[config.mk]
export PLATFORM = sky130hd
export DESIGN_NAME = utf8_stream_decoder
export DESIGN_NICKNAME = d
export VERILOG_FILES = /design/src/rtl/utf8d_pkg.sv /design/src/rtl/utf8d_front.sv /design/src/rtl/utf8d_queue.sv /design/src/rtl/utf8d_back.sv /design/src/rtl/utf8_stream_decoder.sv
export SDC_FILE = /design/constraint.sdc
export NUM_CORES = 1
export LEC_CHECK = 0
export BUFFER_PORTS_ARGS = -buffer_cell sky130_fd_sc_hd__buf_2
export CAP_MARGIN = 20
export CORE_UTILIZATION = 35
export CTS_BUF_LIST = sky130_fd_sc_hd__clkbuf_8
export DETAILED_ROUTE_END_ITERATION = 7
export GPL_TIMING_DRIVEN = 0
export HOLD_SLACK_MARGIN = 0.1
export RECOVER_POWER = 25
export SLEW_MARGIN = 20
export SYNTH_ARGS = -nofsm -noshare
export SYNTH_HDL_FRONTEND = slang
export SYNTH_SLANG_ARGS = --single-unit
[constraint.sdc]
create_clock -name aclk -period 3.82 [get_ports aclk]
set_clock_uncertainty 0.1 [all_clocks]
set_input_delay 0.764 -clock aclk [delete_from_list [all_inputs] [get_ports aclk]]
set_output_delay 0.764 -clock aclk [all_outputs]
set_load 0.03 [all_outputs]
[src/rtl/utf8d_pkg.sv]
// Shared types, range limits and result helpers for the UTF-8 stream decoder.
// Used by utf8d_front, utf8d_queue, utf8d_back and utf8_stream_decoder.
`timescale 1ns / 1ps

package utf8d_pkg;

    // One decoded result (code point or error)
    typedef struct packed {
        logic [20:0] code_point;
        logic        is_error;
        logic [2:0]  bytes_used;
    } result_t;

    // Everything one input byte produces: one result, or two when a broken
    // sequence is closed and the byte itself yields a result as well
    typedef struct packed {
        logic    two;
        result_t first;
        result_t second;
    } entry_t;

    // Queue between the front and the back
    localparam int QUEUE_DEPTH = 4;
    localparam int QUEUE_AW    = $clog2(QUEUE_DEPTH);

    // Sequence lengths
    localparam logic [2:0] LEN_NONE = 3'd0;
    localparam logic [2:0] LEN_ONE  = 3'd1;
    localparam logic [2:0] LEN_TWO  = 3'd2;
    localparam logic [2:0] LEN_THREE = 3'd3;
    localparam logic [2:0] LEN_FOUR = 3'd4;

    // Valid windows of the accumulated value (lead bits kept in the top)
    localparam logic [25:0] LEN2_MIN = 26'h0003080;
    localparam logic [25:0] LEN2_LIM = 26'h0003800;
    localparam logic [25:0] LEN3_MIN = 26'h00e0800;
    localparam logic [25:0] SURR_LO  = 26'h00ed800;
    localparam logic [25:0] SURR_HI  = 26'h00ee000;
    localparam logic [25:0] LEN3_LIM = 26'h00f0000;
    localparam logic [25:0] LEN4_MIN = 26'h3c10000;
    localparam logic [25:0] LEN4_LIM = 26'h3d10000;

    function automatic result_t make_err(input logic [2:0] used);
        result_t r;
        r.code_point = '0;
        r.is_error   = 1'b1;
        r.bytes_used = used;
        return r;
    endfunction

    // Range checks on a complete sequence: overlong, surrogate, too large
    function automatic result_t finish_seq(input logic [2:0] len, input logic [25:0] acc);
        result_t r;
        r = make_err(len);
        case (len)
            LEN_TWO: begin
                if (acc >= LEN2_MIN && acc < LEN2_LIM) begin
                    r.code_point = {10'd0, acc[10:0]};
                    r.is_error   = 1'b0;
                end
            end
            LEN_THREE: begin
                if (acc >= LEN3_MIN && !(acc >= SURR_LO && acc < SURR_HI) &&
                    acc < LEN3_LIM) begin
                    r.code_point = {5'd0, acc[15:0]};
                    r.is_error   = 1'b0;
                end
            end
            LEN_FOUR: begin
                if (acc >= LEN4_MIN && acc < LEN4_LIM) begin
                    r.code_point = acc[20:0];
                    r.is_error   = 1'b0;
                end
            end
            default: begin
                r = make_err(len);
            end
        endcase
        return r;
    endfunction

endpackage

[src/rtl/utf8d_front.sv]
// Front end: accepts bytes, tracks the open sequence and builds queue entries.
// Depends on utf8d_pkg.
`timescale 1ns / 1ps

module utf8d_front
    import utf8d_pkg::*;
(
    input  logic       aclk,
    input  logic       aresetn,
    input  logic       s_tvalid,
    output logic       s_tready,
    input  logic [7:0] s_tdata,
    input  logic       s_tlast,
    input  logic       q_full,
    output logic       q_push,
    output entry_t     q_entry
);

    logic [25:0] acc_reg, acc_next;
    logic [2:0]  exp_reg, exp_next;
    logic [2:0]  seen_reg, seen_next;

    logic        accept;
    logic        seq_open;
    logic        is_cont;
    logic [25:0] acc_cont;
    logic [2:0]  seen_cont;

    logic        lead_has;
    result_t     lead_res;
    logic        lead_open;
    logic [2:0]  lead_len;

    assign s_tready  = !q_full;
    assign accept    = s_tvalid && !q_full;
    assign seq_open  = (exp_reg != LEN_NONE);
    assign is_cont   = (s_tdata[7:6] == 2'b10);
    assign acc_cont  = {acc_reg[19:0], s_tdata[5:0]};
    assign seen_cont = seen_reg + 3'd1;

    // Byte taken as a lead byte
    always_comb begin
        lead_has  = !s_tdata[7] || !s_tdata[6] || s_tlast;
        lead_open = s_tdata[7] && s_tdata[6] && !s_tlast;
        if (!s_tdata[7]) begin
            lead_res.code_point = {13'd0, s_tdata};
            lead_res.is_error   = 1'b0;
            lead_res.bytes_used = LEN_ONE;
        end else begin
            // stray continuation, or a lead cut off by end of stream
            lead_res = make_err(LEN_ONE);
        end
        if (s_tdata[5] && s_tdata[4]) begin
            lead_len = LEN_FOUR;
        end else if (s_tdata[5]) begin
            lead_len = LEN_THREE;
        end else begin
            lead_len = LEN_TWO;
        end
    end

    // Sequence state update and entry assembly
    always_comb begin
        acc_next  = acc_reg;
        exp_next  = exp_reg;
        seen_next = seen_reg;
        q_push    = 1'b0;
        q_entry.two    = 1'b0;
        q_entry.first  = lead_res;
        q_entry.second = lead_res;
        if (accept) begin
            if (seq_open && is_cont) begin
                if (seen_cont >= exp_reg) begin
                    q_push        = 1'b1;
                    q_entry.first = finish_seq(exp_reg, acc_cont);
                    acc_next      = '0;
                    exp_next      = LEN_NONE;
                    seen_next     = '0;
                end else if (s_tlast) begin
                    q_push        = 1'b1;
                    q_entry.first = make_err(seen_cont);
                    acc_next      = '0;
                    exp_next      = LEN_NONE;
                    seen_next     = '0;
                end else begin
                    acc_next  = acc_cont;
                    seen_next = seen_cont;
                end
            end else begin
                if (seq_open) begin
                    // broken sequence closes, then the byte starts anew
                    q_push        = 1'b1;
                    q_entry.first = make_err(seen_reg);
                    q_entry.two   = lead_has;
                end else begin
                    q_push = lead_has;
                end
                if (lead_open) begin
                    acc_next  = {18'd0, s_tdata};
                    exp_next  = lead_len;
                    seen_next = LEN_ONE;
                end else begin
                    acc_next  = '0;
                    exp_next  = LEN_NONE;
                    seen_next = '0;
                end
            end
        end
    end

    always_ff @(posedge aclk) begin
        if (!aresetn) begin
            acc_reg  <= '0;
            exp_reg  <= LEN_NONE;
            seen_reg <= '0;
        end else begin
            acc_reg  <= acc_next;
            exp_reg  <= exp_next;
            seen_reg <= seen_next;
        end
    end

endmodule

[src/rtl/utf8d_queue.sv]
// Short FIFO of result entries between the front and the back.
// Depends on utf8d_pkg.
`timescale 1ns / 1ps

module utf8d_queue
    import utf8d_pkg::*;
(
    input  logic   aclk,
    input  logic   aresetn,
    input  logic   push,
    input  entry_t push_entry,
    output logic   full,
    input  logic   pop,
    output entry_t pop_entry,
    output logic   empty
);

    entry_t                mem [QUEUE_DEPTH];
    logic [QUEUE_AW-1:0]   wr_ptr_reg, wr_ptr_next;
    logic [QUEUE_AW-1:0]   rd_ptr_reg, rd_ptr_next;
    logic [QUEUE_AW:0]     count_reg, count_next;

    assign full      = (count_reg == (QUEUE_AW+1)'(QUEUE_DEPTH));
    assign empty     = (count_reg == '0);
    assign pop_entry = mem[rd_ptr_reg];

    // Pointer and fill count
    always_comb begin
        wr_ptr_next = wr_ptr_reg;
        rd_ptr_next = rd_ptr_reg;
        count_next  = count_reg;
        if (push) begin
            wr_ptr_next = wr_ptr_reg + (QUEUE_AW)'(1);
        end
        if (pop) begin
            rd_ptr_next = rd_ptr_reg + (QUEUE_AW)'(1);
        end
        if (push && !pop) begin
            count_next = count_reg + (QUEUE_AW+1)'(1);
        end else if (pop && !push) begin
            count_next = count_reg - (QUEUE_AW+1)'(1);
        end
    end

    always_ff @(posedge aclk) begin
        if (!aresetn) begin
            wr_ptr_reg <= '0;
            rd_ptr_reg <= '0;
            count_reg  <= '0;
        end else begin
            wr_ptr_reg <= wr_ptr_next;
            rd_ptr_reg <= rd_ptr_next;
            count_reg  <= count_next;
        end
    end

    // Entry storage
    always_ff @(posedge aclk) begin
        if (push) begin
            mem[wr_ptr_reg] <= push_entry;
        end
    end

endmodule

[src/rtl/utf8d_back.sv]
// Back end: unpacks queue entries into single results on the output channel.
// Depends on utf8d_pkg.
`timescale 1ns / 1ps

module utf8d_back
    import utf8d_pkg::*;
(
    input  logic        aclk,
    input  logic        aresetn,
    input  entry_t      q_entry,
    input  logic        q_empty,
    output logic        q_pop,
    output logic        m_tvalid,
    input  logic        m_tready,
    output logic [31:0] m_tdata,
    output logic        m_tlast
);

    logic    out_valid_reg, out_valid_next;
    result_t out_res_reg, out_res_next;
    logic    out_last_reg, out_last_next;
    logic    pend_valid_reg, pend_valid_next;
    result_t pend_res_reg, pend_res_next;
    logic    out_free;

    assign out_free = !out_valid_reg || m_tready;
    assign q_pop    = out_free && !pend_valid_reg && !q_empty;

    // Output register load: pending second result first, then the queue
    always_comb begin
        out_valid_next  = out_valid_reg;
        out_res_next    = out_res_reg;
        out_last_next   = out_last_reg;
        pend_valid_next = pend_valid_reg;
        pend_res_next   = pend_res_reg;
        if (out_free) begin
            if (pend_valid_reg) begin
                out_valid_next  = 1'b1;
                out_res_next    = pend_res_reg;
                out_last_next   = 1'b1;
                pend_valid_next = 1'b0;
            end else if (!q_empty) begin
                out_valid_next  = 1'b1;
                out_res_next    = q_entry.first;
                out_last_next   = !q_entry.two;
                pend_valid_next = q_entry.two;
                pend_res_next   = q_entry.second;
            end else begin
                out_valid_next = 1'b0;
            end
        end
    end

    always_ff @(posedge aclk) begin
        if (!aresetn) begin
            out_valid_reg  <= 1'b0;
            pend_valid_reg <= 1'b0;
        end else begin
            out_valid_reg  <= out_valid_next;
            pend_valid_reg <= pend_valid_next;
        end
    end

    always_ff @(posedge aclk) begin
        out_res_reg  <= out_res_next;
        out_last_reg <= out_last_next;
        pend_res_reg <= pend_res_next;
    end

    assign m_tvalid = out_valid_reg;
    assign m_tlast  = out_last_reg;
    assign m_tdata  = {7'd0, out_res_reg.bytes_used, out_res_reg.is_error,
                       out_res_reg.code_point};

endmodule

[src/rtl/utf8_stream_decoder.sv]
// Channel  | Dir | Payload
// s_       | in  | tdata[7:0] in_byte, tlast ends_stream
// m_       | out | tdata[20:0] code_point, [21] is_error, [24:22] bytes_used,
//          |     | tlast last_of_run
//
// One byte is accepted per cycle while s_tready is high; a result passes through
// the queue and then the output register on its way to m_. A byte that yields
// two results occupies the output register with them one after the other, one
// result per cycle while m_tready is high. Reset (aresetn low, synchronous) drops
// any open sequence and empties the four-entry queue. s_tready falls only when
// that queue is full, so a stalled m_ side holds back the input after a few bytes.
// Top level of the UTF-8 stream decoder; depends on utf8d_pkg, utf8d_front,
// utf8d_queue and utf8d_back.
`timescale 1ns / 1ps

module utf8_stream_decoder
    import utf8d_pkg::*;
(
    input  logic        aclk,
    input  logic        aresetn,
    input  logic        s_tvalid,
    output logic        s_tready,
    input  logic [7:0]  s_tdata,   // [7:0] in_byte
    input  logic        s_tlast,   // ends_stream
    output logic        m_tvalid,
    input  logic        m_tready,
    output logic [31:0] m_tdata,   // [20:0] code_point, [21] is_error, [24:22] bytes_used
    output logic        m_tlast    // last_of_run
);

    logic   q_push;
    entry_t q_push_entry;
    logic   q_full;
    logic   q_pop;
    entry_t q_pop_entry;
    logic   q_empty;

    // Byte intake and sequence tracking
    utf8d_front u_front (
        .aclk     (aclk),
        .aresetn  (aresetn),
        .s_tvalid (s_tvalid),
        .s_tready (s_tready),
        .s_tdata  (s_tdata),
        .s_tlast  (s_tlast),
        .q_full   (q_full),
        .q_push   (q_push),
        .q_entry  (q_push_entry)
    );

    // Decoupling queue
    utf8d_queue u_queue (
        .aclk       (aclk),
        .aresetn    (aresetn),
        .push       (q_push),
        .push_entry (q_push_entry),
        .full       (q_full),
        .pop        (q_pop),
        .pop_entry  (q_pop_entry),
        .empty      (q_empty)
    );

    // Result output
    utf8d_back u_back (
        .aclk     (aclk),
        .aresetn  (aresetn),
        .q_entry  (q_pop_entry),
        .q_empty  (q_empty),
        .q_pop    (q_pop),
        .m_tvalid (m_tvalid),
        .m_tready (m_tready),
        .m_tdata  (m_tdata),
        .m_tlast  (m_tlast)
    );

endmodule

# After elaboration in Yosys (flattened, before gate mapping)
# Memories as Yosys holds them, arrays and structs flattened. A register that Yosys moved wholly into a read port is not among the register bits.
# Cells that the tools add are included.
[totals]
register_bits = 86
mem_bits_rw = 148
inputBits = 13
output_inout_bits = 35
elab_cells = 116
n_memories = 1
[classes]
addsub = 5
n_lt_le_gt_ge = 9
n_eq_ne = 7
mux = 43
bitwise_logic = 2
reduce_logical = 34
[mem_list]
columns = ["name", "words", "width", "rd", "rd_clocked_by_memory_dff", "wr", "line_no", "source"]
rows = [
  ["u_queue.mem", 4, 37, 1, 1, 1, "utf8d_queue.sv:18", "entry_t mem [QUEUE_DEPTH];"],
]
[ops]
columns = ["operator", "n"]
rows = [
  ["2-to-1 mux 25 bit", 4],
  ["case mux 22 bit (3 select lines)", 1],
  ["2-to-1 mux 20 bit", 3],
  [">= comparator 26 x 20 -> 1 bit (second input constant)", 2],
  ["< comparator 26 x 20 -> 1 bit (second input constant)", 2],
  ["2-to-1 mux 26 bit", 2],
  ["2-to-1 mux 3 bit", 10],
  [">= comparator 26 x 14 -> 1 bit (second input constant)", 1],
  [">= comparator 26 bit (second input constant)", 1],
  ["< comparator 26 x 14 -> 1 bit (second input constant)", 1],
  ["< comparator 26 bit (second input constant)", 1],
  ["2-to-1 mux 11 bit", 2],
  ["2-to-1 mux 22 bit", 1],
  ["2-to-1 mux 17 bit", 1],
  ["2-to-1 mux 1 bit", 15],
  ["logical AND 1 bit", 14],
  ["2-to-1 mux 12 bit", 1],
  ["zero test 1 bit", 11],
  ["2-to-1 mux 8 bit", 1],
  ["adder 3 x 1 -> 3 bit (second input constant)", 2],
  ["== test 3 x 2 -> 1 bit (second input constant)", 2],
  ["== test 3 bit (second input constant)", 2],
  ["adder 2 x 1 -> 2 bit (second input constant)", 2],
  ["2-to-1 mux 2 bit", 2],
  ["12 further kinds", 16],
]

# Depth between registers and ports, before layout
# Gate-level depths: netlist of the first run.
[logic_depth]
ltp_word = 10
ltp_mapped = 13

# Hierarchy
# A second synthesis of the first run with hierarchy kept.
[unflattened]
hier_cells = 625
hier_area_um2 = 11659.9
[by_module_without_submodules]
columns = ["mod", "n_inst", "cells_per_inst", "area_per_inst_um2", "seq_area_each_um2"]
rows = [
  ["utf8d_queue", 1, 310, 7863.8, 6306.0],
  ["utf8d_back", 1, 100, 2018.2, 1571.5],
  ["utf8d_front", 1, 215, 1778.0, 520.5],
]

# Worst setup path after synthesis of the first run
# OpenSTA, ideal clock, no wires.
[synth_path]
path_type = "flip-flop to flip-flop"
start = "register u_front.seen_reg[0]"
end = "memory u_queue.mem[0][10] (netlist bit) (enable)"
setup_ps = 394
arrival_time_ps = 2622
required_ps = 3326
setup_slack_ps = 703
stages_incl_launch_ff = 9
cell_sequence = "dfxtp_1 ha_1 xor2_1 ha_1 nand2_1 o21a_1 clkbuf_1 a21oi_1 and2_1"
[synth_between]
elab_chain_cells = 7
[synth_lines]
columns = ["item", "line_no", "source"]
rows = [
  ["start: declaration", "utf8d_front.sv:21", "logic [2:0] seen_reg, seen_next;"],
  ["start signal: assignment", "utf8d_front.sv:119", "seen_reg <= seen_next;"],
  ["adder 3 x 1 -> 3 bit", "utf8d_front.sv:39", "assign seen_cont = seen_reg + 3'd1;"],
  [">= comparator 3 bit", "utf8d_front.sv:73", "if (seen_cont >= exp_reg) begin"],
  ["2-to-1 mux 1 bit", "utf8d_front.sv:73", ""],
  ["2-to-1 mux 1 bit", "utf8d_front.sv:72", "if (seq_open && is_cont) begin"],
  ["2-to-1 mux 1 bit", "utf8d_front.sv:71", "if (accept) begin"],
  ["via q_push", "utf8_stream_decoder.sv:31", "logic q_push;"],
  ["2-to-1 mux 1 bit", "utf8d_queue.sv:59", "if (push) begin"],
  ["2-to-1 mux 1 bit (not written as such)", "utf8d_queue.sv:60", "mem[wr_ptr_reg] <= push_entry;"],
  ["end: declaration", "utf8d_queue.sv:18", ""],
]
# The timed path passes the listed nets, and every way through them passes these cells.

# Worst setup path in the final report of the first run
[layout_path]
start = "register u_front.seen_reg[0]"
end = "register u_queue.count_reg[2]"
[layout_between]
elab_chain_cells = 8
word_cells_on_any_way = 10
[layout_lines]
columns = ["item", "line_no", "source"]
rows = [
  ["adder 3 x 1 -> 3 bit *", "utf8d_front.sv:39", ""],
  [">= comparator 3 bit *", "utf8d_front.sv:73", ""],
  ["2-to-1 mux 1 bit *", "utf8d_front.sv:73", ""],
  ["2-to-1 mux 1 bit *", "utf8d_front.sv:72", ""],
  ["2-to-1 mux 1 bit *", "utf8d_front.sv:71", ""],
  ["via q_push", "utf8_stream_decoder.sv:31", ""],
  ["zero test 1 bit", "utf8d_queue.sv:40", "end else if (pop && !push) begin"],
  ["logical AND 1 bit", "utf8d_queue.sv:40", ""],
  ["nonzero test 2 bit (no line)", "--", ""],
  ["end signal: assignment", "utf8d_queue.sv:53", "count_reg <= count_next;"],
  ["end: declaration", "utf8d_queue.sv:21", "logic [QUEUE_AW:0] count_reg, count_next;"],
]
# The timed path passes the listed nets; every way through them passes the cells marked *.
# A chain may end at the register's enable or synchronous reset.

==> results.toml, run 1 <==
[die]
rows = 56
fp.dieArea_um2 = 24600
pin_count = 48
die_h_um = 157
core_um2 = 23500
initial_utilization_pct = 35.8
die_w_um = 157

[worst_setup_path]
cp_common_cell = "ha_1"
r2r-start = "u_front.seen_reg[0]"
crit_chain = "ha_1 > xor2_1 > ha_1 > nand2_1 > o21a_1 > clkbuf_1 > a21oi_2 > ha_1 > inv_1 > fa_1 > xor2_1 > or3_1 > a21boi_0"
worstPathArrival_ns = 3.77
required_ns = 4.14
crit_family = "adder cells"
cp_slowest_stage_delay_ns = 0.38
path_max_fanout = 8
cp-start-kind = "flip-flop"
worst-path-buf-inv = 2
rr_endpoint = "u_queue.count_reg[2]"
worst-r2r-setup-slack_ns = 0.36
worstSetupEndpointType = "flip-flop"
crit_type = "flip-flop to flip-flop"
r2r_cells = 13
crit_path_top_delay_cell = "a21oi_2"

[logic_synthesis]
ys_seq_area_share_pct = 69.6
synth.distinct_cells = 51
syn_area_um2 = 8390
yosys_warnings = 0
synthArstFlopShare_pct = 0
synth_flop_cell = "edfxtp_1"
netlist_instances = 520
ys_ff_latch = 207
synth-edff-count = 170
syn_avg_cell_area_um2 = 16.1

[run]
maxCapViolations = 0

[global_route]
overflow = 0
antenna_found_initial = 1
grt_max_degree = 26
grt_pass1_wl_um = 26900
grt_pass1_vias = 4790
grtUsageTotal_pct = 14.8

[clocking]
cts_inserted_buffers = 35
path_clk_slew_ns = 0.06
tritoncts = "yes"
cts_root_buf = "clkbuf_8"
clock_path_buffers = 3
postCtsResizedCells = 0
cts_sinks = 207
insertion_delay_ns = 0.52
htree_levels = 2
cts_hold_buffers = 0
postCtsSetupBuffers = 0

[routing]
wl_per_cell_um = 18.5
drtAntennaViolNets = 0
wl_um = 17600
num_vias = 4733
drc_errors = 0
via_per_inst = 4.97
first_pass_iters = 7
drt_iter0_drc = 317

[finish]
finalNetCount = 631
post-route-util_pct = 41.3
final_common_cell = "edfxtp_1"
layout-drive-gt1-share_pct = 19.6
final_cell_mix = "edfxtp_1, clkbuf_1, nor2b_1"
largest_reg_flops = 136
finalInstanceArea_um2 = 9690
area_growth_pct = 15.4
fill_cells = 2112

[placed_design]
placed_cell_area_um2 = 9150
port_buffers = 39
gp_congestion = 0.838
hpwlAfterDp_um = 11700

[timing]
hold_slack_ns = 0.400
maxSlewViolCount = 0
fmaxAchievable_ghz = 0.289
hold_viol_final = 0
period_needed_ns = 3.46
fin_crit_sh_pct = 90.5
rsz0062_at_grt = "false"
finalSetupViolations = 0
slew_headroom_pct = 16.5
worst-slew-pin-transition_ns = 1.25

[power_and_ir_drop]
pwr_density_cell_nw_per_um2 = 657
power.leakage_nw = 3.20
peakVddDrop_mv = 0.247

[status]
status = "finished clean"

[worst_hold_path]
holdPathEnd = "u_front.acc_reg[15]"
min_path_type = "flip-flop to flip-flop"
worstHoldPathCells = 2
hp-start = "u_front.acc_reg[15]"
synth_stat cells (3+ instances only):
cell type	instances	area, um^2
a21boi_0	7	52.6
a21oi_1	6	30.0
a31oi_1	12	75.1
and2_1	36	225
buf_2	7	35.0
buf_4	7	52.6
clkbuf_1	17	63.8
dfxtp_1	37	741
edfxtp_1	170	5100
ha_1	9	113
inv_1	7	26.3
mux2_2	8	90.1
mux2i_1	3	30.0
mux4_2	34	766
nand2_1	10	37.5
nand2b_1	4	25.0
nand3_1	8	40.0
nand4_1	4	25.0
nor2_1	13	48.8
nor2b_1	41	257
nor3_1	7	35.0
nor4_1	4	25.0
o21a_1	7	52.6
o21ai_0	21	105
or3_1	4	25.0
or4_1	4	30.0
xnor2_1	4	35.0
xor2_1	3	26.3
per-stage QoR:
stage | std cells | worst slack [ns] | power, mW | setup TNS (ns)
floorplan | 526 | 0.703 | 4.24 | 0
global placement | 884 | -0.311 | 4.68 | -39.57
detailed placement | 890 | 0.218 | 4.81 | 0
CTS | 951 | 0.175 | 6.54 | 0
global route | 952 | 0.0677 | 6.67 | 0
finish | 952 | 0.364 | 6.36 | 0
cell families after synthesis:
group / count (synthesis) / synth area share (%)
adder cells (fa/ha/maj): 10 / 1.58
flip-flops: 207 / 69.6
multiplexers: 45 / 10.6
AND/OR/NAND/NOR: 147 / 10.4
buffers and inverters: 39 / 2.25
XOR/XNOR: 7 / 0.730
other: 1 / 0.0447
AO/OA/AOI/OAI: 64 / 4.79
report_power, final:
group	internal (mW)	switching, mW
combinational	0.559	1.03
clock	0.896	0.833
sequential	2.93	0.109
total	4.39	1.97
routing by layer:
metal / part of all wire, % / GRT usage (%) / vias to the layer above / wire [um]
li1: - / - / 2165 / -
met1: 44 / 19.1 / 2374 / 7750
met2: 48 / 23.7 / 162 / 8370
met3: 5.6 / 3.07 / 32 / 989
met4: 2.7 / 6.72 / 0 / 468
met5: 0 / 0 / - / 0
worst reg2reg max path, stage by stage, from the launching register on:
cell and delay, ns:
dfxtp_1 0.36, ha_1 0.27, xor2_1 0.15, ha_1 0.30, nand2_1 0.08, o21a_1 0.17, clkbuf_1 0.21, a21oi_2 0.38
ha_1 0.26, inv_1 0.07, fa_1 0.37, xor2_1 0.15, or3_1 0.30, a21boi_0 0.19
how the worst max path moves through the flow:
stage	startpoint	end	slack, ns	cells after the start
3_5_place_dp	u_front.seen_reg[0]	u_queue.count_reg[2]	0.22	13
6_report	u_front.seen_reg[0]	u_queue.count_reg[2]	0.36	13
4_1_cts	u_front.seen_reg[0]	u_queue.count_reg[2]	0.17	13
3_3_place_gp	u_front.seen_reg[0]	u_queue.mem[1][33]	-0.31	8
5_1_grt	u_front.seen_reg[0]	u_queue.count_reg[2]	0.07	13
2_1_floorplan	u_front.seen_reg[0]	u_queue.mem[0][10]	0.70	8
final cells by class:
class / count / area, um^2 / area share, %
inverters: 7 / 26.3 / 0.271
diodes: 1 / 2.50 / 0.0258
flip-flops and latches: 207 / 5850 / 60.4
clock buffers: 37 / 509 / 5.26
repair buffers: 45 / 248 / 2.56
multi-input cells: 280 / 2390 / 24.7
well taps: 319 / 399 / 4.12
clock inverters: 24 / 103 / 1.06
plain buffers: 32 / 163 / 1.68
Note: power is estimated with default switching activity, not from simulation.
==> run 2: changes to the inputs <==
--- a/config.mk
+++ b/config.mk
@@ -7,7 +7,7 @@
 export LEC_CHECK = 0
 export BUFFER_PORTS_ARGS = -buffer_cell sky130_fd_sc_hd__buf_2
 export CAP_MARGIN = 20
-export CORE_UTILIZATION = 35
+export CORE_UTILIZATION = 30
 export CTS_BUF_LIST = sky130_fd_sc_hd__clkbuf_8
 export DETAILED_ROUTE_END_ITERATION = 7
 export GPL_TIMING_DRIVEN = 0
==> results.toml, run 2 (same netlist as run 1, synthesis figures left out) <==
[routing]
drt_iter0_drc = 385
first_pass_iters = 5
wl_per_cell_um = 17.4
num_vias = 4658
drtAntennaViolNets = 0
drc_errors = 0
via_per_inst = 4.61
wl_um = 17600

[finish]
finalNetCount = 632
fin_cells = 1010
register_area_um2 = 5850
area_growth_pct = 17.7
layout-drive-gt1-share_pct = 20.1
multi_input_area_um2 = 2380
final_common_cell = "edfxtp_1"
largest_reg_flops = 136
final_cell_mix = "edfxtp_1, clkbuf_1, nor2b_1"
fill_cells = 2625

[placed_design]
hpwlAfterDp_um = 11500
port_buffers = 39
placed_cells = 943
gp_congestion = 0.817

[global_route]
antenna_found_initial = 2
grt_max_degree = 27
overflow = 0
grtUsageTotal_pct = 12.7
grt_pass1_vias = 4732
grt_pass1_wl_um = 27500

[power_and_ir_drop]
pwr_density_cell_nw_per_um2 = 676
peakVddDrop_mv = 0.226
power.leakage_nw = 3.26

[worst_hold_path]
min_path_type = "flip-flop to flip-flop"
hp-start = "u_front.acc_reg[15]"

[die]
initial_utilization_pct = 30.9
fp.dieArea_um2 = 28600
die_h_um = 169
core_um2 = 27200
die_w_um = 169
rows = 60
pin_count = 48

[worst_setup_path]
cp_slowest_stage_delay_ns = 0.51
cp-start-kind = "flip-flop"
crit_family = "adder cells"
r2r-start = "u_front.seen_reg[0]"
cp_common_cell = "ha_1"
required_ns = 4.16
worstPathArrival_ns = 3.86
crit_type = "flip-flop to flip-flop"
path_max_fanout = 8
worst-path-buf-inv = 2
crit_chain = "ha_1 > xor2_1 > ha_1 > nand2_1 > o21a_1 > clkbuf_1 > a21oi_1 > ha_1 > inv_1 > fa_1 > xor2_1 > or3_1 > a21boi_0"
crit_start = "u_front.seen_reg[0]"
crit_path_top_delay_cell = "a21oi_1"
worstSetupEndpointType = "flip-flop"

[clocking]
htree_levels = 2
cts_hold_buffers = 0
postCtsSetupBuffers = 0
postCtsResizedCells = 0
insertion_delay_ns = 0.52
cts_root_buf = "clkbuf_8"
path_clk_slew_ns = 0.06
cts_sinks = 207
clock_path_buffers = 3
cts_inserted_buffers = 36
tritoncts = "yes"

[timing]
fin_setup_tns_ns = 0
maxSlewViolCount = 0
period_needed_ns = 3.52
hold_viol_final = 0
fin_crit_sh_pct = 92.1
worst-slew-pin-transition_ns = 1.27
finalSetupViolations = 0
rsz0062_at_grt = "false"
slew_headroom_pct = 14.4
fmaxAchievable_ghz = 0.284

[run]
maxCapViolations = 0

[status]
status = "finished clean"
==> run 2: cell types whose count changed in the layout (fill, tap and decap cells not counted), sizes merged <==
cell	previous run	this run
clkinv	9	13
clkbuf	84	85
inv	21	19
clkinvlp	1	0
bufinv	0	3
==> run 2: metrics by stage <==
| stage | instance area, um^2 | setup WS (ns) | utilization (%) | power (mW) | hold WS (ns) |
|---|---|---|---|---|---|
| finish | 9880 | 0.303 | 36.4 | 6.68 | 0.388 |
| global route | 9880 | 0.135 | 36.4 | 7.01 | 0.415 |
| CTS | 9940 | 0.322 | 36.6 | 6.85 | 0.386 |
| detailed placement | 9220 | 0.347 | 33.9 | 4.82 | 0.379 |
| global placement | 9080 | -0.357 | 33.4 | 4.71 | 0.370 |
| floorplan | 8420 | 0.703 | - | 4.24 | 0.349 |
==> run 2: layer usage <==
metal / track usage [%] / routed length [um]
met1: 16.8 / 7860
met5: 0 / 8
met2: 19.9 / 8160
met4: 4.86 / 386
met3: 3.29 / 1210
==> run 2: worst paths after layout <==
path | cells after the start | slack, ns | endpoint
max reg2reg | 13 | 0.30 | u_queue.count_reg[2]
max | 13 | 0.30 | u_queue.count_reg[2]
min reg2reg | 2 | 0.39 | u_front.acc_reg[15]
min | 2 | 0.39 | u_front.acc_reg[15]
==> run 2: worst reg2reg max path, stage by stage, from the launching register on <==
cell and delay, ns:
dfxtp_1 0.36, ha_1 0.27, xor2_1 0.16, ha_1 0.29, nand2_1 0.06, o21a_1 0.16
clkbuf_1 0.19, a21oi_1 0.52, ha_1 0.29, inv_1 0.06, fa_1 0.37, xor2_1 0.15
or3_1 0.30, a21boi_0 0.16
==> run 2: cell type report <==
cell class / count / area share (%)
buffer: 32 / 1.63
inverter: 7 / 0.266
multi-input combinational: 280 / 24.1
timing repair buffer: 45 / 2.82
clock buffer: 38 / 5.29
tap: 372 / 4.71
antenna: 1 / 0.0253
sequential: 207 / 59.2
clock inverter: 28 / 1.98
==> run 2: report_power, final <==
group,switching [mW],internal (mW)
combinational,1.04,0.599
sequential,0.105,2.93
clock,0.876,1.13
